File: config.mk
export PLATFORM = sky130hd
export DESIGN_NAME = pltw_slot_unit
export DESIGN_NICKNAME = d
export VERILOG_FILES = /design/src/hw/rtl/pltw_pkg.sv /design/src/hw/rtl/pltw_slot_unit.sv
export SDC_FILE = /design/constraint.sdc
export NUM_CORES = 1
export LEC_CHECK = 0
export ABC_CLOCK_PERIOD_IN_PS = 1000
export BUFFER_PORTS_ARGS = -buffer_cell sky130_fd_sc_hd__buf_2
export CAP_MARGIN = 20
export CORE_MARGIN = 2
export CORE_UTILIZATION = 15
export DETAILED_ROUTE_END_ITERATION = 7
export PLACE_DENSITY = 0.81
export SLEW_MARGIN = 0
export SYNTH_ARGS = -nofsm -noshare
export SYNTH_HDL_FRONTEND = slang
export SYNTH_SLANG_ARGS = --single-unit
export TNS_END_PERCENT = 30
File: constraint.sdc
create_clock -name vclk -period 1
set_clock_uncertainty 0.05 [all_clocks]
set_input_delay 0.05 -clock vclk [all_inputs]
set_output_delay 0.05 -clock vclk [all_outputs]
set_load 0.05 [all_outputs]
File: src/hw/rtl/pltw_pkg.sv
// ----------------------------------------------------------------------------
// pltw_pkg: shared types and constants of the page table walker
// Operation codes, sequencer states and entry field positions.
// ----------------------------------------------------------------------------
package pltw_pkg;

   localparam int INDEX_BITS  = 9;
   localparam int FRAME_LSB   = 12;
   localparam int VA_W        = 48;
   localparam int WIDX_W      = 14;
   localparam int WORD_W      = 64;
   localparam int ROOT_W      = 32;
   localparam int OP_W        = 2;

   // level index fields of the virtual address (low bit of each)
   localparam int L4_LSB      = 39;
   localparam int L3_LSB      = 30;
   localparam int L2_LSB      = 21;
   localparam int L1_LSB      = 12;

   localparam int BIT_PS      = 7;
   localparam int BIT_RW      = 1;

   localparam logic [WORD_W-1:0] FRAME_4K  = ~64'h0000_0000_0000_0FFF;
   localparam logic [WORD_W-1:0] FRAME_2M  = ~64'h0000_0000_001F_FFFF;
   localparam logic [WORD_W-1:0] OFFSET_4K = 64'h0000_0000_0000_0FFF;
   localparam logic [WORD_W-1:0] OFFSET_2M = 64'h0000_0000_001F_FFFF;

   typedef enum logic [OP_W-1:0] {
      OP_WRITE = 2'd0,
      OP_READ  = 2'd1,
      OP_XLATE = 2'd2,
      OP_ENWR  = 2'd3
   } op_type;

   typedef enum logic [2:0] {
      S_IDLE,
      S_DONE,
      S_RDATA,
      S_L4,
      S_L3,
      S_L2,
      S_L1
   } state_type;

endpackage

File: src/hw/rtl/pltw_slot_unit.sv
// ----------------------------------------------------------------------------
// pltw_slot_unit: table slot former
// Turns a table base and a 9-bit index into a store word slot and flags a
// table page that does not lie wholly inside the store.
// ----------------------------------------------------------------------------
module pltw_slot_unit
   import pltw_pkg::*;
#(
   parameter int STORE_WORDS_LOG2 = 14
) (
   input  logic [WORD_W-1:0]           base,
   input  logic [INDEX_BITS-1:0]       idx,
   output logic [STORE_WORDS_LOG2-1:0] slot,
   output logic                        fault
);

   localparam int TOP = STORE_WORDS_LOG2 - INDEX_BITS + FRAME_LSB;

   // any page number bit at or above the table page count is out of store
   assign fault = (base >> TOP) != '0;
   // low page number bits above the 9-bit index
   assign slot  = STORE_WORDS_LOG2'({base[WORD_W-1:FRAME_LSB], idx});

endmodule

==> results of run 1 <==
## metal layers
layer  global-route usage, %  wire length, um
met1                    8.57              285
met2                    20.9              628
met3                    5.22              155
met4                    1.29                4
met5                       0                0
## worst min path at each step
stage,end,cells after the start
final,slot[13],0
after global routing,slot[6],0
after CTS,slot[0],0
after detailed placement,slot[0],0
after global placement,slot[0],0
after floorplan,slot[0],1
## cells in the mapped netlist
library cell | number | area, um2
buf_4 | 14 | 105
nor4_1 | 10 | 62.6
or3_1 | 1 | 6.26
nor4_2 | 1 | 12.5
nor3_1 | 1 | 5.00
nand4_1 | 3 | 18.8
## layout make-up
cell class                 count  share of cell area, %
timing repair buffer          48                   55.4
tap                           15                   3.61
multi-input combinational     16                   41.0
## power breakdown
group	switching (mW)	internal, mW	leakage, nW	total, mW
sequential	0	0	0	0
clock	0	0	0	0
combinational	0.0642	0.0955	0.227	0.160
## per-stage QoR
stage	cell area, um2	cells	setup TNS [ps]	utilization, %
after floorplan	215	30	0	-
after global placement	369	79	-257	28.4
after detailed placement	369	79	-301	28.4
after CTS	450	79	-192	34.6
after global routing	519	79	-212	39.9
final	519	79	-190	39.9
## worst max-delay path: stages
cell and delay [ps]:
buf_2 100, nor4_2 260, nand4_1 110, or3_4 410, buf_8 160
## cell families after synthesis
kind of cell | Yosys count | share of synthesized area [%]
AND/OR/NAND/NOR | 16 | 50.0
buffers and inverters | 14 | 50.0
## what timing repair did
action                     CTS  global route
pin swaps                    8             3
gates resized for setup     14            10
setup endpoints to repair    1             1
hold buffers                 0             0
==> flow_metrics.tcl, run 1 <==
set metrics [dict create \
    post-cts-setup-buffers 0 \
    critPathRequiredTime_ps 900 \
    mappedNetlistArea_um2 210 \
    drv_cap 0 \
    drcViolationCount 0 \
    holdWs_ps 50.0 \
    finalSetupViolCount 1 \
    layout_commonest_cell "buf_2" \
    yosysWarnings 0 \
    endpoint "fault" \
    routabilityCongestion 0.652 \
    hold_path_startpoint "base[16]" \
    cp.arrival_ps 1090 \
    synthesis.nets 103 \
    first_global_vias 375 \
    design.seq.count 0 \
    initial_core_util_pct 16.2 \
    p_per_area_nw_per_um2 308 \
    grt_pass1_wl_um 1520 \
    outcome "complete, but fails checks" \
    critPathKind "in -> out" \
    io_buffers 48 \
    peakVddDrop_mv 0.106 \
    ys_types 6 \
    gr-usage-all-layers_pct 10.2 \
    drt_wl_total_um 1070 \
    start_kind "primary input" \
    drv_slew 0 \
    grt-ovfl-total 0 \
    layout_min_cycle_time_ps 1190 \
    coreArea_um2 1300 \
    grt_setup_unrepaired "true" \
    multi_input_area_um2 213 \
    seqCellArea_um2 0 \
    nNetsFinal 139 \
    nClkBuffers 0 \
    ios 88 \
    postRouteAntennaNets 0 \
    hold_class "in -> out" \
    violations "setup timing" \
    fp.dieW_um 41.4 \
    pre_cts_ws_ps -301 \
    drtPass1Iterations 3 \
    avgSynthCellArea_um2 7.01 \
    n_fill_cell 134 \
    synthToLayoutAreaGrowth_pct 147 \
    wl_per_cell_um 13.6 \
    drive_gt1_share_pct 90.6 \
    crit_start "base[36]" \
    drtIter0Drc 2 \
    fmax_mhz 841 \
    vias 374 \
    slew-limit-headroom_pct 85.1 \
    leakagePower_nw 0.227 \
    num_antenna_cells 0 \
    seq_area_frac_synth_pct 0 \
    tightest_slew_ps 222 \
    timing_hold_violations_final 0 \
    period_share_pct 119 \
    synthCells 30 \
    die-area_um2 1720 \
    die_height_um 41.4 \
    cp_max_fo 1 \
    num_rows 13 \
    power_uw 160 \
    routed_via_density 4.73 \
    grt_max_degree 2 \
    layout_common_cells "41 x buf_2, 6 x nor4_4, 6 x buf_6, 3 x nor4_2, 3 x nand4_1" \
    grt_antenna_before_repair 0 \
    end_kind "primary output" \
    layout_setup_ws_ps -190 \
]
(Power assumes the default switching activity.)
==> run 2, diff against run 1 <==
--- a/config.mk
+++ b/config.mk
@@ -8,7 +8,6 @@
 export ABC_CLOCK_PERIOD_IN_PS = 1000
 export BUFFER_PORTS_ARGS = -buffer_cell sky130_fd_sc_hd__buf_2
 export CAP_MARGIN = 20
-export CORE_MARGIN = 2
 export CORE_UTILIZATION = 15
 export DETAILED_ROUTE_END_ITERATION = 7
 export PLACE_DENSITY = 0.81
==> run 2 against run 1 <==
Effect of this change: the run still ends with setup timing left; worst setup slack lost 83 ps; cell count unchanged; flip-flop and latch count is the same; die area down 9.4%; cell area rose by 13%; core utilization grew 5.0 points; non-clock buffer count unchanged; global-route usage rose by 1.7 points; total power grew 19%; fmax fell by 6.5%; hold slack is the same; routed wire length is 29% higher.
==> flow_metrics.tcl, run 2 (synthesized netlist as in run 1, its figures left out) <==
set metrics [dict create \
    leakagePower_nw 0.245 \
    initial_core_util_pct 16.2 \
    num_antenna_cells 0 \
    layout_setup_ws_ps -273 \
    postRouteAntennaNets 0 \
    period_share_pct 127 \
    finalSetupViolCount 1 \
    fmax_mhz 786 \
    fin_cells 79 \
    nClkBuffers 0 \
    slew-limit-headroom_pct 83.9 \
    cts_hold_buf 0 \
    cp.arrival_ps 1170 \
    violations "setup timing" \
    drive_gt1_share_pct 93.8 \
    grt_max_degree 2 \
    drt_wl_total_um 1380 \
    io_buffers 48 \
    drv_cap 0 \
    end_kind "primary output" \
    start_kind "primary input" \
    die-area_um2 1560 \
    gr-usage-all-layers_pct 11.9 \
    first_global_vias 366 \
    die_height_um 39.4 \
    peakVddDrop_mv 0.0892 \
    critPathKind "in -> out" \
    timing_hold_violations_final 0 \
    cp_max_fo 1 \
    coreArea_um2 1300 \
    grt_antenna_before_repair 0 \
    fp.dieW_um 39.4 \
    layout_min_cycle_time_ps 1270 \
    n_fill_cell 128 \
    nNetsFinal 139 \
    dp.cells 79 \
    hold_class "in -> out" \
    critPathRequiredTime_ps 900 \
    routed_via_density 5.08 \
    layout_commonest_cell "buf_2" \
    seqCellArea_um2 0 \
    drtIter0Drc 4 \
    wl_per_cell_um 17.5 \
    grt_pass1_wl_um 1300 \
    grt-ovfl-total 0 \
    hold_path_startpoint "base[15]" \
    design.seq.count 0 \
    vias 401 \
    tightest_slew_ps 239 \
    outcome "complete, but fails checks" \
    layout_common_cells "34 x buf_2, 13 x buf_6, 7 x nor4_4, 4 x nor4_2, 3 x nand4_1" \
    drtPass1Iterations 4 \
    drv_slew 0 \
    p_per_area_nw_per_um2 325 \
    routabilityCongestion 0.604 \
    ios 88 \
    finalCoreUtilization_pct 44.9 \
    grt_setup_unrepaired "true" \
    drcViolationCount 0 \
    synthToLayoutAreaGrowth_pct 178 \
    worstHoldEndpoint "slot[12]" \
    whs_path_depth 0 \
    num_rows 13 \
]
==> run 2: through the flow <==
stage / setup WS (ps) / setup TNS, ps / instance area, um2 / hold WS (ps) / total power [mW]
5_1_grt: -293 / -293 / 584 / 50.1 / 0.199
2_1_floorplan: 12.1 / 0 / 215 / 217 / 0.160
3_3_place_gp: -292 / -292 / 369 / 50.3 / 0.0993
4_1_cts: -193 / -193 / 490 / 50.3 / 0.143
3_5_place_dp: -300 / -300 / 369 / 50.3 / 0.101
6_report: -273 / -273 / 584 / 50.0 / 0.190
==> run 2: cell type report <==
type | count | area (um2) | area share [%]
timing repair buffer | 48 | 332 | 56.7
multi-input combinational | 16 | 234 | 40.0
tap | 15 | 18.8 | 3.21
==> run 2: critical path: stages <==
cell and delay, ps:
buf_2 110, nor4_2 290, nand4_1 140, or3_4 420
buf_8 160
==> run 2: routing by layer <==
metal  global-route usage (%)  part of all wire, %  up-vias
met3                     3.41                   13       10
met4                     5.17                  4.1        0
met5                        0                    0        -
li1                         -                    -      174
met2                     26.6                   59       37
met1                     8.33                   24      180
==> run 2: where the power goes <==
group	switching, mW	leakage, nW	internal (mW)	total [mW]
Sequential	0	0	0	0
Clock	0	0	0	0
Combinational	0.0752	0.245	0.115	0.190
==> run 2: worst max path at each step <==
stage             start     to  slack (ps)  cells after the start
2_1_floorplan  base[45]  fault          10                      3
3_3_place_gp   base[25]  fault        -290                      5
4_1_cts        base[42]  fault        -190                      5
5_1_grt        base[45]  fault        -290                      5
3_5_place_dp   base[25]  fault        -300                      5
6_report       base[45]  fault        -270                      5
==> run 2: repair_timing <==
| item | 4_1_cts | 5_1_grt |
|---|---|---|
| gates resized for setup | 20 | 13 |
| endpoints found under the hold margin | 0 | 0 |
| endpoints found under the setup margin | 1 | 1 |
| pin swaps | 10 | 9 |
| setup buffers | 0 | 0 |
